`config.mk`:
```
export PLATFORM = sky130hd
export DESIGN_NAME = positional_insert_queue
export DESIGN_NICKNAME = d
export VERILOG_FILES = /design/src/design/piq_pkg.sv /design/src/design/piq_cell.sv /design/src/design/positional_insert_queue.sv
export SDC_FILE = /design/constraint.sdc
export NUM_CORES = 1
export LEC_CHECK = 0
export ABC_CLOCK_PERIOD_IN_PS = 7500
export CORE_MARGIN = 8
export CORE_UTILIZATION = 30
export DETAILED_ROUTE_END_ITERATION = 16
export DONT_BUFFER_PORTS = 1
export REMOVE_ABC_BUFFERS = 1
export SKIP_LAST_GASP = 1
export SYNTH_ARGS = -nofsm -noshare
export SYNTH_HDL_FRONTEND = slang
export SYNTH_SLANG_ARGS = --single-unit
export TNS_END_PERCENT = 100
```
`constraint.sdc`:
```
create_clock -name i_clk -period 7.5 [get_ports i_clk]
set_input_delay 0.75 -clock i_clk [delete_from_list [all_inputs] [get_ports i_clk]]
set_output_delay 0.75 -clock i_clk [all_outputs]
set_load 0.05 [all_outputs]
```
`src/design/piq_pkg.sv`:
```
package piq_pkg;

    // Number of cells in the queue.
    localparam int DEPTH = 16;

    // Field widths.
    localparam int FUNC_W   = 2;
    localparam int POS_W    = 8;
    localparam int ID_W     = 16;
    localparam int TYPE_W   = 8;
    localparam int STATUS_W = 2;
    localparam int OCC_W    = 5;

    // Count must hold DEPTH itself; a cell index only DEPTH-1.
    localparam int CNT_W = $clog2(DEPTH + 1);
    localparam int IDX_W = $clog2(DEPTH);

    // Operation codes.
    localparam logic [FUNC_W-1:0] FUNC_APPEND = 2'd0;
    localparam logic [FUNC_W-1:0] FUNC_INSERT = 2'd1;
    localparam logic [FUNC_W-1:0] FUNC_REMOVE = 2'd2;

    // Status codes.
    localparam logic [STATUS_W-1:0] ST_OK    = 2'd0;
    localparam logic [STATUS_W-1:0] ST_FULL  = 2'd1;
    localparam logic [STATUS_W-1:0] ST_EMPTY = 2'd2;

    typedef struct packed {
        logic [ID_W-1:0]   req_id;
        logic [TYPE_W-1:0] req_type;
    } t_entry;

    // Command broadcast to every cell at once.
    typedef struct packed {
        logic             shift_in;
        logic             shift_out;
        logic [CNT_W-1:0] pos;
    } t_cell_cmd;

endpackage

```
`src/design/piq_cell.sv`:
```
module piq_cell (
    input  logic                      i_clk,
    input  logic [piq_pkg::IDX_W-1:0] i_index,
    input  piq_pkg::t_cell_cmd        i_cmd,
    input  piq_pkg::t_entry           i_new,
    input  piq_pkg::t_entry           i_left,
    input  piq_pkg::t_entry           i_right,
    output piq_pkg::t_entry           o_entry
);

    piq_pkg::t_entry                  r_entry;
    piq_pkg::t_entry                  n_entry;
    logic [piq_pkg::CNT_W-1:0]        idx;

    assign idx = piq_pkg::CNT_W'(i_index);

    // A remove pulls the right neighbour in; an insert keeps cells ahead of the
    // position, loads the new entry at it and pulls the left neighbour behind it.
    always_comb begin
        n_entry = r_entry;
        if (i_cmd.shift_out) begin
            n_entry = i_right;
        end else if (i_cmd.shift_in) begin
            if (idx == i_cmd.pos) begin
                n_entry = i_new;
            end else if (idx > i_cmd.pos) begin
                n_entry = i_left;
            end
        end
    end

    always_ff @(posedge i_clk) begin
        r_entry <= n_entry;
    end

    assign o_entry = r_entry;

endmodule

```
`src/design/positional_insert_queue.sv`:
```
// The result of a transaction is registered and presented in the cycle after it is accepted.
// One transaction per cycle while the output is not stalled; the whole row of cells shifts at once.
// The input stalls only while a finished result is held and the output is stalled.
// Reset (synchronous, active low) empties the queue and drops any pending result;
// the cell contents are not cleared, as no cell at or beyond the count is read.
module positional_insert_queue (
    input  logic                         i_clk,
    input  logic                         i_rst_n,
    input  logic                         i_valid,
    output logic                         o_stall,
    input  logic [piq_pkg::FUNC_W-1:0]   i_func,
    input  logic [piq_pkg::POS_W-1:0]    i_position,
    input  logic [piq_pkg::ID_W-1:0]     i_req_id,
    input  logic [piq_pkg::TYPE_W-1:0]   i_req_type,
    output logic                         o_valid,
    input  logic                         i_stall,
    output logic [piq_pkg::STATUS_W-1:0] o_status,
    output logic [piq_pkg::ID_W-1:0]     o_out_id,
    output logic [piq_pkg::TYPE_W-1:0]   o_out_type,
    output logic [piq_pkg::OCC_W-1:0]    o_occupancy
);

    localparam int CMP_W = piq_pkg::CNT_W + piq_pkg::POS_W;
    localparam int EXT_W = piq_pkg::CNT_W + piq_pkg::OCC_W;

    // Control state.
    logic                         r_valid;
    logic                         n_valid;
    logic [piq_pkg::CNT_W-1:0]    r_count;
    logic [piq_pkg::CNT_W-1:0]    n_count;

    // Result register, a payload holding stage between the two sides.
    logic [piq_pkg::STATUS_W-1:0] r_status;
    logic [piq_pkg::STATUS_W-1:0] n_status;
    logic [piq_pkg::ID_W-1:0]     r_out_id;
    logic [piq_pkg::ID_W-1:0]     n_out_id;
    logic [piq_pkg::TYPE_W-1:0]   r_out_type;
    logic [piq_pkg::TYPE_W-1:0]   n_out_type;
    logic [piq_pkg::OCC_W-1:0]    r_occupancy;
    logic [piq_pkg::OCC_W-1:0]    n_occupancy;

    logic                         accept;
    logic                         is_full;
    logic                         is_empty;
    logic [CMP_W-1:0]             pos_wide;
    logic [CMP_W-1:0]             cnt_wide;
    logic [piq_pkg::CNT_W-1:0]    ins_pos;
    logic [EXT_W-1:0]             count_ext;
    piq_pkg::t_cell_cmd           cmd;
    piq_pkg::t_entry              new_entry;
    piq_pkg::t_entry              cell_q [piq_pkg::DEPTH];

    // A new transaction is taken whenever the result register is empty or its
    // contents are being taken in this very cycle.
    assign o_stall = r_valid & i_stall;
    assign accept  = i_valid & ~o_stall;

    assign is_full  = (r_count == piq_pkg::CNT_W'(piq_pkg::DEPTH));
    assign is_empty = (r_count == '0);

    // The insert position is clamped to the count, so that a position past the
    // tail simply appends.
    assign pos_wide = CMP_W'(i_position);
    assign cnt_wide = CMP_W'(r_count);
    assign ins_pos  = (pos_wide > cnt_wide) ? r_count : piq_pkg::CNT_W'(i_position);

    assign new_entry.req_id   = i_req_id;
    assign new_entry.req_type = i_req_type;

    // Decode the operation into the broadcast cell command, the next count and
    // the result fields. A full queue refuses both kinds of entry; the spare
    // operation code changes nothing and reports success.
    always_comb begin
        cmd.shift_in  = 1'b0;
        cmd.shift_out = 1'b0;
        cmd.pos       = r_count;
        n_count       = r_count;
        n_status      = piq_pkg::ST_OK;
        n_out_id      = '0;
        n_out_type    = '0;
        unique case (i_func)
            piq_pkg::FUNC_APPEND,
            piq_pkg::FUNC_INSERT: begin
                if (is_full) begin
                    n_status = piq_pkg::ST_FULL;
                end else begin
                    cmd.shift_in = accept;
                    cmd.pos      = (i_func == piq_pkg::FUNC_APPEND) ? r_count : ins_pos;
                    n_count      = r_count + piq_pkg::CNT_W'(1);
                end
            end
            piq_pkg::FUNC_REMOVE: begin
                if (is_empty) begin
                    n_status = piq_pkg::ST_EMPTY;
                end else begin
                    cmd.shift_out = accept;
                    n_out_id      = cell_q[0].req_id;
                    n_out_type    = cell_q[0].req_type;
                    n_count       = r_count - piq_pkg::CNT_W'(1);
                end
            end
            default: begin
            end
        endcase
    end

    // The occupancy field carries the low bits of the count after the step.
    assign count_ext   = EXT_W'(n_count);
    assign n_occupancy = count_ext[piq_pkg::OCC_W-1:0];

    always_comb begin
        n_valid = r_valid;
        if (accept) begin
            n_valid = 1'b1;
        end else if (r_valid && !i_stall) begin
            n_valid = 1'b0;
        end
    end

    always_ff @(posedge i_clk) begin
        if (!i_rst_n) begin
            r_valid <= 1'b0;
            r_count <= '0;
        end else begin
            r_valid <= n_valid;
            if (accept) begin
                r_count <= n_count;
            end
        end
    end

    always_ff @(posedge i_clk) begin
        if (accept) begin
            r_status    <= n_status;
            r_out_id    <= n_out_id;
            r_out_type  <= n_out_type;
            r_occupancy <= n_occupancy;
        end
    end

    // The row of cells: cell 0 is the head. Each cell sees both neighbours; the
    // ends take a filler that is never selected for a live entry.
    for (genvar k = 0; k < piq_pkg::DEPTH; k++) begin : g_cell
        piq_pkg::t_entry left_in;
        piq_pkg::t_entry right_in;

        if (k == 0) begin : g_head
            assign left_in = new_entry;
        end else begin : g_mid_l
            assign left_in = cell_q[k-1];
        end

        if (k == piq_pkg::DEPTH - 1) begin : g_tail
            assign right_in = cell_q[k];
        end else begin : g_mid_r
            assign right_in = cell_q[k+1];
        end

        piq_cell u_cell (
            .i_clk   (i_clk),
            .i_index (piq_pkg::IDX_W'(k)),
            .i_cmd   (cmd),
            .i_new   (new_entry),
            .i_left  (left_in),
            .i_right (right_in),
            .o_entry (cell_q[k])
        );
    end

    assign o_valid     = r_valid;
    assign o_status    = r_status;
    assign o_out_id    = r_out_id;
    assign o_out_type  = r_out_type;
    assign o_occupancy = r_occupancy;

    // The count never passes the number of cells.
    a_count_bound: assert property (@(posedge i_clk) disable iff (!i_rst_n)
        r_count <= piq_pkg::CNT_W'(piq_pkg::DEPTH))
        else $error("queue count exceeds depth");

    // An accepted transaction always leaves a result in the output register.
    a_result_follows: assert property (@(posedge i_clk) disable iff (!i_rst_n)
        accept |=> r_valid)
        else $error("accepted transaction produced no result");

    // A refusal for lack of room is only reported while every cell is in use.
    a_full_status: assert property (@(posedge i_clk) disable iff (!i_rst_n)
        (r_valid && r_status == piq_pkg::ST_FULL) |-> is_full)
        else $error("full status reported with free cells");

    // An empty report leaves the queue empty.
    a_empty_status: assert property (@(posedge i_clk) disable iff (!i_rst_n)
        (r_valid && r_status == piq_pkg::ST_EMPTY) |-> is_empty)
        else $error("empty status reported with entries held");

    // A cell shift only happens when a transaction is taken.
    a_shift_gated: assert property (@(posedge i_clk) disable iff (!i_rst_n)
        (cmd.shift_in || cmd.shift_out) |-> accept)
        else $error("cells shifted without an accepted transaction");

endmodule

```
==> flow_metrics.env, run 1 <==
export IMPL_hold_buffers=0
export IMPL_cp_start_kind="register"
export IMPL_antenna_found_initial=0
export IMPL_synthArstFlopShare=0
export IMPL_max_cap_viol_count=0
export IMPL_synth_edff_count=415
export IMPL_timing_fmax_ghz=0.220
export IMPL_ioPinCount=71
export IMPL_cts_made_buffers=46
export IMPL_skew_ns=0.0168
export IMPL_clkSlewWorstSetupHoldPaths_ns=0.06
export IMPL_synth_cell_types=63
export IMPL_yosys_warnings=0
export IMPL_hold_violations=0
export IMPL_ys_seq_area_frac=0.587
export IMPL_io_buffers=0
export IMPL_synth_area_sq_mm=0.0214
export IMPL_h_tree_depth=2
export IMPL_wl_met2_mm=28.4
export IMPL_clock_sinks=421
export IMPL_die_w_um=283
export IMPL_hold_class="in2reg"
export IMPL_r2r_end="g_cell[10].u_cell.o_entry[3]$_DFFE_PP_"
export IMPL_layout_nets=1891
export IMPL_drive_above_1_share=0.0862
export IMPL_worst_ep_required_time_ns=7.68
export IMPL_switching_share=0.285
export IMPL_r2r_start="r_count[3]$_SDFFE_PN0P_"
export IMPL_min_period_ns=4.55
export IMPL_holdPathStages=1
export IMPL_synth_ff_type="edfxtp_1"
export IMPL_dpl_cell_count=2748
export IMPL_ys_ff_latch=421
export IMPL_slew_viol_final=0
export IMPL_crit_path_end_kind="register"
export IMPL_route_met3_wl_mm=4.40
export IMPL_r2r_slack_ns=2.95
export IMPL_synth_top_area_frac=0.581
export IMPL_drt_iter0_drc=1373
export IMPL_reg2regPathDepth=10
export IMPL_rows=98
export IMPL_wl_met1_mm=26.5
export IMPL_comb_power_share=0.160
export IMPL_cts_tree="built"
export IMPL_worst_pin_slew_ns=1.17
export IMPL_clock_power_share=0.339
export IMPL_synth_top_cells_by_count="edfxtp_1, nand2_1, nand3_1, o211ai_1, mux2i_1"
export IMPL_vias=15200
export IMPL_rsz0062_at_grt="no"
export IMPL_intPower_mw=4.53
export IMPL_dp_hpwl_mm=34.9
export IMPL_wl_per_cell_um=21.5
export IMPL_start_util=0.301
export IMPL_leakagePower_nw=7.49
export IMPL_cts_resized=0
export IMPL_arrival_ns=4.73
export IMPL_syn_avg_cell_area_sq_um=11.0
export IMPL_ys_top_cells_by_area="edfxtp_1, mux2i_1, nand2_1, o211ai_1, nand3_1"
export IMPL_fin_util=0.332
export IMPL_die_h_um=283
export IMPL_clock_root_buffer="clkbuf_16"
export IMPL_seq_area_sq_mm=0.0126
export IMPL_criticalPathCategory="reg2reg"
export IMPL_pwr_share_seq=0.501
export IMPL_yosysMostFrequentCell="edfxtp_1"
export IMPL_cts_setup_buffers=0
export IMPL_period_share=0.607
export IMPL_syn_inst=1941
export IMPL_multi_input_area_sq_mm=0.00816
export IMPL_min_to="o_valid$_SDFFE_PN0P_"
export IMPL_vias_per_cell=5.38
export IMPL_peakVddDrop_mv=0.208
export IMPL_grt_pass1_vias=14900
export IMPL_powerDensity_mw_per_mm2=269
export IMPL_top_layer="met4"
export IMPL_core_area_sq_mm=0.0711
export IMPL_setup_tns_ns=0
export IMPL_dr_pass1_iters=6
export IMPL_post_route_cell_area_sq_mm=0.0236
export IMPL_dpl_cell_area_sq_mm=0.0222
export IMPL_gr_total_overflow=0
export IMPL_track_usage=0.146
export IMPL_drt_wl_total_mm=60.7
export IMPL_grt_max_degree=276
export IMPL_drt_antenna_violating_nets=0
export IMPL_drc=0
export IMPL_n_antenna_cell=0
export IMPL_nFillCells=7104
export IMPL_synth_area_leader_cell="edfxtp_1"
export IMPL_cts_buffer_depth=3
export IMPL_clkLatencyLatePin_ns=0.58
export IMPL_worstHoldStart="i_rst_n"
export IMPL_switchingPower_mw=1.81
export IMPL_finalSetupViolations=0
export IMPL_final_cells=2829
export IMPL_grt_pass1_wl_mm=93.1
export IMPL_synthToLayoutAreaGrowth_pct=10.2
export IMPL_place_congestion=0.894
export IMPL_slew_headroom=0.220
export IMPL_status="finished, final reports clean"
export IMPL_die_area_sq_mm=0.0803
export IMPL_critical_path_max_fanout=25
-- per-stage QoR --
step                setup WS (ns)  power, mW  hold slack [ns]
floorplan                   -4.63       3.93            0.509
global placement             3.08       4.20            0.526
detailed placement           2.98       4.24            0.539
CTS                          2.96       6.41            0.262
global route                 2.67       6.62            0.275
finish                       2.95       6.34            0.298
-- routing by layer --
layer / vias up / track usage
met5: - / 0
met4: 0 / 0.0429
met3: 96 / 0.0298
met2: 571 / 0.238
met1: 7530 / 0.195
li1: 7014 / -
-- sequential cells by signal (all words and copies together) (netlist names) --
signal                 count
o_out_type                 8
r_count                    5
o_status                   2
o_valid                    1
g_cell.u_cell.o_entry    384
o_occupancy                5
o_out_id                  16
-- how the worst max path moves through the flow --
| stage | slack [ns] | endpoint | startpoint |
|---|---|---|---|
| finish | 2.95 | g_cell[10].u_cell.o_entry[3]$_DFFE_PP_ | r_count[3]$_SDFFE_PN0P_ |
| global route | 2.67 | g_cell[10].u_cell.o_entry[3]$_DFFE_PP_ | r_count[3]$_SDFFE_PN0P_ |
| CTS | 2.96 | g_cell[10].u_cell.o_entry[3]$_DFFE_PP_ | r_count[3]$_SDFFE_PN0P_ |
| detailed placement | 2.98 | g_cell[10].u_cell.o_entry[0]$_DFFE_PP_ | r_count[3]$_SDFFE_PN0P_ |
| global placement | 3.08 | g_cell[10].u_cell.o_entry[12]$_DFFE_PP_ | r_count[3]$_SDFFE_PN0P_ |
| floorplan | -4.63 | g_cell[10].u_cell.o_entry[0]$_DFFE_PP_ | r_count[1]$_SDFFE_PN0P_ |
-- layout make-up --
class                   count  share of cell area
clock buffers              60              0.0519
clock inverters            21             0.00646
inverters                  10             0.00159
multi-input cells        1333               0.345
flip-flops and latches    421               0.533
well taps                 950              0.0503
repair buffers             34              0.0119
-- cells by family after synthesis --
kind of cell	count (synthesis)	synth area share
and+or+nand+nor	714	0.144
DFF	421	0.587
buffers and inverters	187	0.0431
xor gates and xnor gates	2	0.000817
adders and majority gates	7	0.00409
muxes	196	0.0937
AOI/OAI and AO/OA	414	0.127
-- power by group through the flow --
stage	sequential (mW)	combinational [mW]	clock [mW]
2_1_floorplan	3.19	0.737	0
3_3_place_gp	3.22	0.982	0
3_5_place_dp	3.22	1.01	0
4_1_cts	3.18	1.02	2.22
5_1_grt	3.21	1.11	2.30
6_report	3.18	1.01	2.15
-- worst max-delay path, cell delays in order (launching register included) --
cell and delay, ns:
dfxtp_1 0.79, inv_1 0.23, ha_1 0.39, nand2_1 0.10, o21bai_2 0.25, a21oi_4 0.43
o21ai_0 0.23, o41ai_4 0.10, buf_4 0.54, nor2_1 0.15, a21oi_4 0.92
-- layout by cell type, fill, tap and decap left out, drive strengths merged, types with 7 or more instances in the layout --
cell,instances
nand2,416
edfxtp,415
nand3,176
o211ai,172
o21ai,171
mux2i,169
clkbuf,60
nor2,57
a21oi,35
buf,34
mux2,27
and2,26
nor3,19
clkinv,18
inv,11
ha,7
Power figures use the tool's default switching activity.
==> run 2: changes to the inputs <==
ABC_CLOCK_PERIOD_IN_PS = 4500   (was 7500)
clock period = 4.5 ns   (was 7.5 ns; I/O delays follow)
==> run 2 against run 1 <==
Net effect: cell area is 0.87% higher; total power is 66% higher; critical path type unchanged; non-clock buffer count is 23 higher.
==> flow_metrics.env, run 2 (synthesis gave the netlist of run 1 again) <==
export IMPL_period_share=0.851
export IMPL_core_area_sq_mm=0.0711
export IMPL_criticalPathCategory="reg2reg"
export IMPL_leakagePower_nw=7.60
export IMPL_track_usage=0.146
export IMPL_worst_ep_required_time_ns=4.70
export IMPL_grt_pass1_wl_mm=93.5
export IMPL_pwr_share_seq=0.501
export IMPL_drt_wl_total_mm=61.3
export IMPL_drt_iter0_drc=1393
export IMPL_critPathSlowestCell="nor2_1"
export IMPL_worst_slack_ns=0.672
export IMPL_io_buffers=0
export IMPL_place_congestion=0.871
export IMPL_powerDensity_mw_per_mm2=443
export IMPL_arrival_ns=4.03
export IMPL_start_util=0.301
export IMPL_rsz0062_at_grt="no"
export IMPL_cpLargestDelayFamily="compound AO/OA/AOI/OAI gates"
export IMPL_cts_buffer_depth=3
export IMPL_critPathMaxStageDelay_ns=0.68
export IMPL_crit_top_cell="buf_4"
export IMPL_crit_path_end_kind="register"
export IMPL_timing_fmax_ghz=0.261
export IMPL_wl_met2_mm=28.9
export IMPL_route_met3_wl_mm=3.87
export IMPL_hold_ws_ns=0.0396
export IMPL_finalSetupViolations=0
export IMPL_h_tree_depth=2
export IMPL_min_period_ns=3.83
export IMPL_worstHoldStart="i_rst_n"
export IMPL_cp_start_kind="register"
export IMPL_die_area_sq_mm=0.0803
export IMPL_worstPathCellList="clkinv_1 -> buf_4 -> ha_1 -> nor2b_1 -> o21bai_2 -> a21oi_4 -> nor2_1 -> o21ai_0 -> o21ai_4 -> buf_4"
export IMPL_r2r_end="g_cell[9].u_cell.o_entry[11]$_DFFE_PP_"
export IMPL_worst_pin_slew_ns=1.17
export IMPL_antenna_found_initial=0
export IMPL_hold_class="in2reg"
export IMPL_dp_slack_ns=0.738
export IMPL_r2r_start="r_count[1]$_SDFFE_PN0P_"
export IMPL_synthToLayoutAreaGrowth_pct=11.2
export IMPL_r2r_slack_ns=0.67
export IMPL_max_cap_viol_count=0
export IMPL_reg2regPathDepth=10
export IMPL_n_antenna_cell=0
export IMPL_layout_commonest_cell="edfxtp_1"
export IMPL_drive_above_1_share=0.0926
export IMPL_layout_nets=1914
export IMPL_clock_root_buffer="clkbuf_16"
export IMPL_hold_violations=0
export IMPL_cts_tree="built"
export IMPL_largest_reg_flops=384
export IMPL_mostFrequentLayoutCells="edfxtp_1, nand2_1, nand3_1"
export IMPL_holdPathStages=1
export IMPL_die_h_um=283
export IMPL_slew_viol_final=0
export IMPL_dp_hpwl_mm=37.9
export IMPL_comb_power_share=0.165
export IMPL_dr_pass1_iters=5
export IMPL_clock_sinks=421
export IMPL_die_w_um=283
export IMPL_drt_antenna_violating_nets=0
export IMPL_top_layer="met4"
export IMPL_clkSlewWorstSetupHoldPaths_ns=0.06
export IMPL_drc=0
export IMPL_setup_tns_ns=0
export IMPL_vias_per_cell=5.34
export IMPL_peakVddDrop_mv=0.259
export IMPL_crit_cells=10
export IMPL_intPower_mw=7.53
export IMPL_grt_max_degree=181
export IMPL_rows=98
export IMPL_skew_ns=0.0208
export IMPL_gr_total_overflow=0
export IMPL_cts_setup_buffers=0
export IMPL_status="finished, final reports clean"
export IMPL_wl_per_cell_um=21.5
export IMPL_grt_pass1_vias=15000
export IMPL_clkLatencyLatePin_ns=0.58
export IMPL_slew_headroom=0.216
export IMPL_cts_made_buffers=46
export IMPL_switchingPower_mw=3.02
export IMPL_vias=15200
export IMPL_crit_buf_inv=3
export IMPL_ioPinCount=71
export IMPL_critical_path_max_fanout=24
export IMPL_clock_power_share=0.334
export IMPL_min_to="r_count[4]$_SDFFE_PN0P_"
export IMPL_switching_share=0.286
export IMPL_wl_met1_mm=26.6
==> run 2: timing repair <==
item,in CTS,in global routing
hold buffers,3,0
endpoints found under the hold margin,3,0
gates resized for setup,0,0
==> run 2: worst max path at each step <==
stage | start | endpoint | slack, ns
6_report | r_count[1]$_SDFFE_PN0P_ | g_cell[9].u_cell.o_entry[11]$_DFFE_PP_ | 0.67
3_5_place_dp | r_count[1]$_SDFFE_PN0P_ | g_cell[9].u_cell.o_entry[11]$_DFFE_PP_ | 0.74
4_1_cts | r_count[0]$_SDFFE_PN0P_ | g_cell[3].u_cell.o_entry[6]$_DFFE_PP_ | 0.73
2_1_floorplan | r_count[1]$_SDFFE_PN0P_ | g_cell[10].u_cell.o_entry[0]$_DFFE_PP_ | -7.63
5_1_grt | r_count[1]$_SDFFE_PN0P_ | g_cell[7].u_cell.o_entry[11]$_DFFE_PP_ | 0.45
3_3_place_gp | r_count[1]$_SDFFE_PN0P_ | g_cell[9].u_cell.o_entry[6]$_DFFE_PP_ | 0.81
==> run 2: worst reg2reg max path, delay by kind of cell (launching register included) <==
kind / cells / cell delay, ns
adder cells (fa/ha/maj): 1 / 0.29
AO/OA/AOI/OAI: 4 / 1.07
flip-flops: 1 / 0.50
buffers and inverters: 3 / 0.75
AND/OR/NAND/NOR: 2 / 0.83
==> run 2: metal layers <==
layer / up-vias / GRT usage
met5: - / 0
met4: 0 / 0.0501
met3: 130 / 0.0303
met2: 489 / 0.239
met1: 7549 / 0.192
li1: 7059 / -
==> run 2: power groups by stage <==
| stage | Sequential (mW) | Clock, mW | Combinational [mW] |
|---|---|---|---|
| after global placement | 5.35 | 0 | 1.69 |
| after floorplan | 5.31 | 0 | 1.23 |
| after CTS | 5.29 | 3.61 | 1.74 |
| after detailed placement | 5.36 | 0 | 1.74 |
| after global routing | 5.34 | 3.74 | 1.90 |
| final | 5.29 | 3.52 | 1.74 |
==> run 2: area by class of cell <==
type                       instances  area (sq um)
sequential                       421         12600
tap                              950          1190
fill                            7146         47300
timing repair buffer              57           523
multi-input combinational       1333          8160
clock buffer                      62          1230
inverter                          10          37.5
clock inverter                    17           108
==> run 2: stage by stage <==
step | instances | power, mW | utilization | instance area, sq um
after floorplan | 1764 | 6.54 | - | 20500
after global placement | 2768 | 7.04 | 0.316 | 22500
after detailed placement | 2768 | 7.10 | 0.316 | 22500
after CTS | 2850 | 10.6 | 0.335 | 23800
after global routing | 2850 | 11.0 | 0.335 | 23800
final | 2850 | 10.5 | 0.335 | 23800
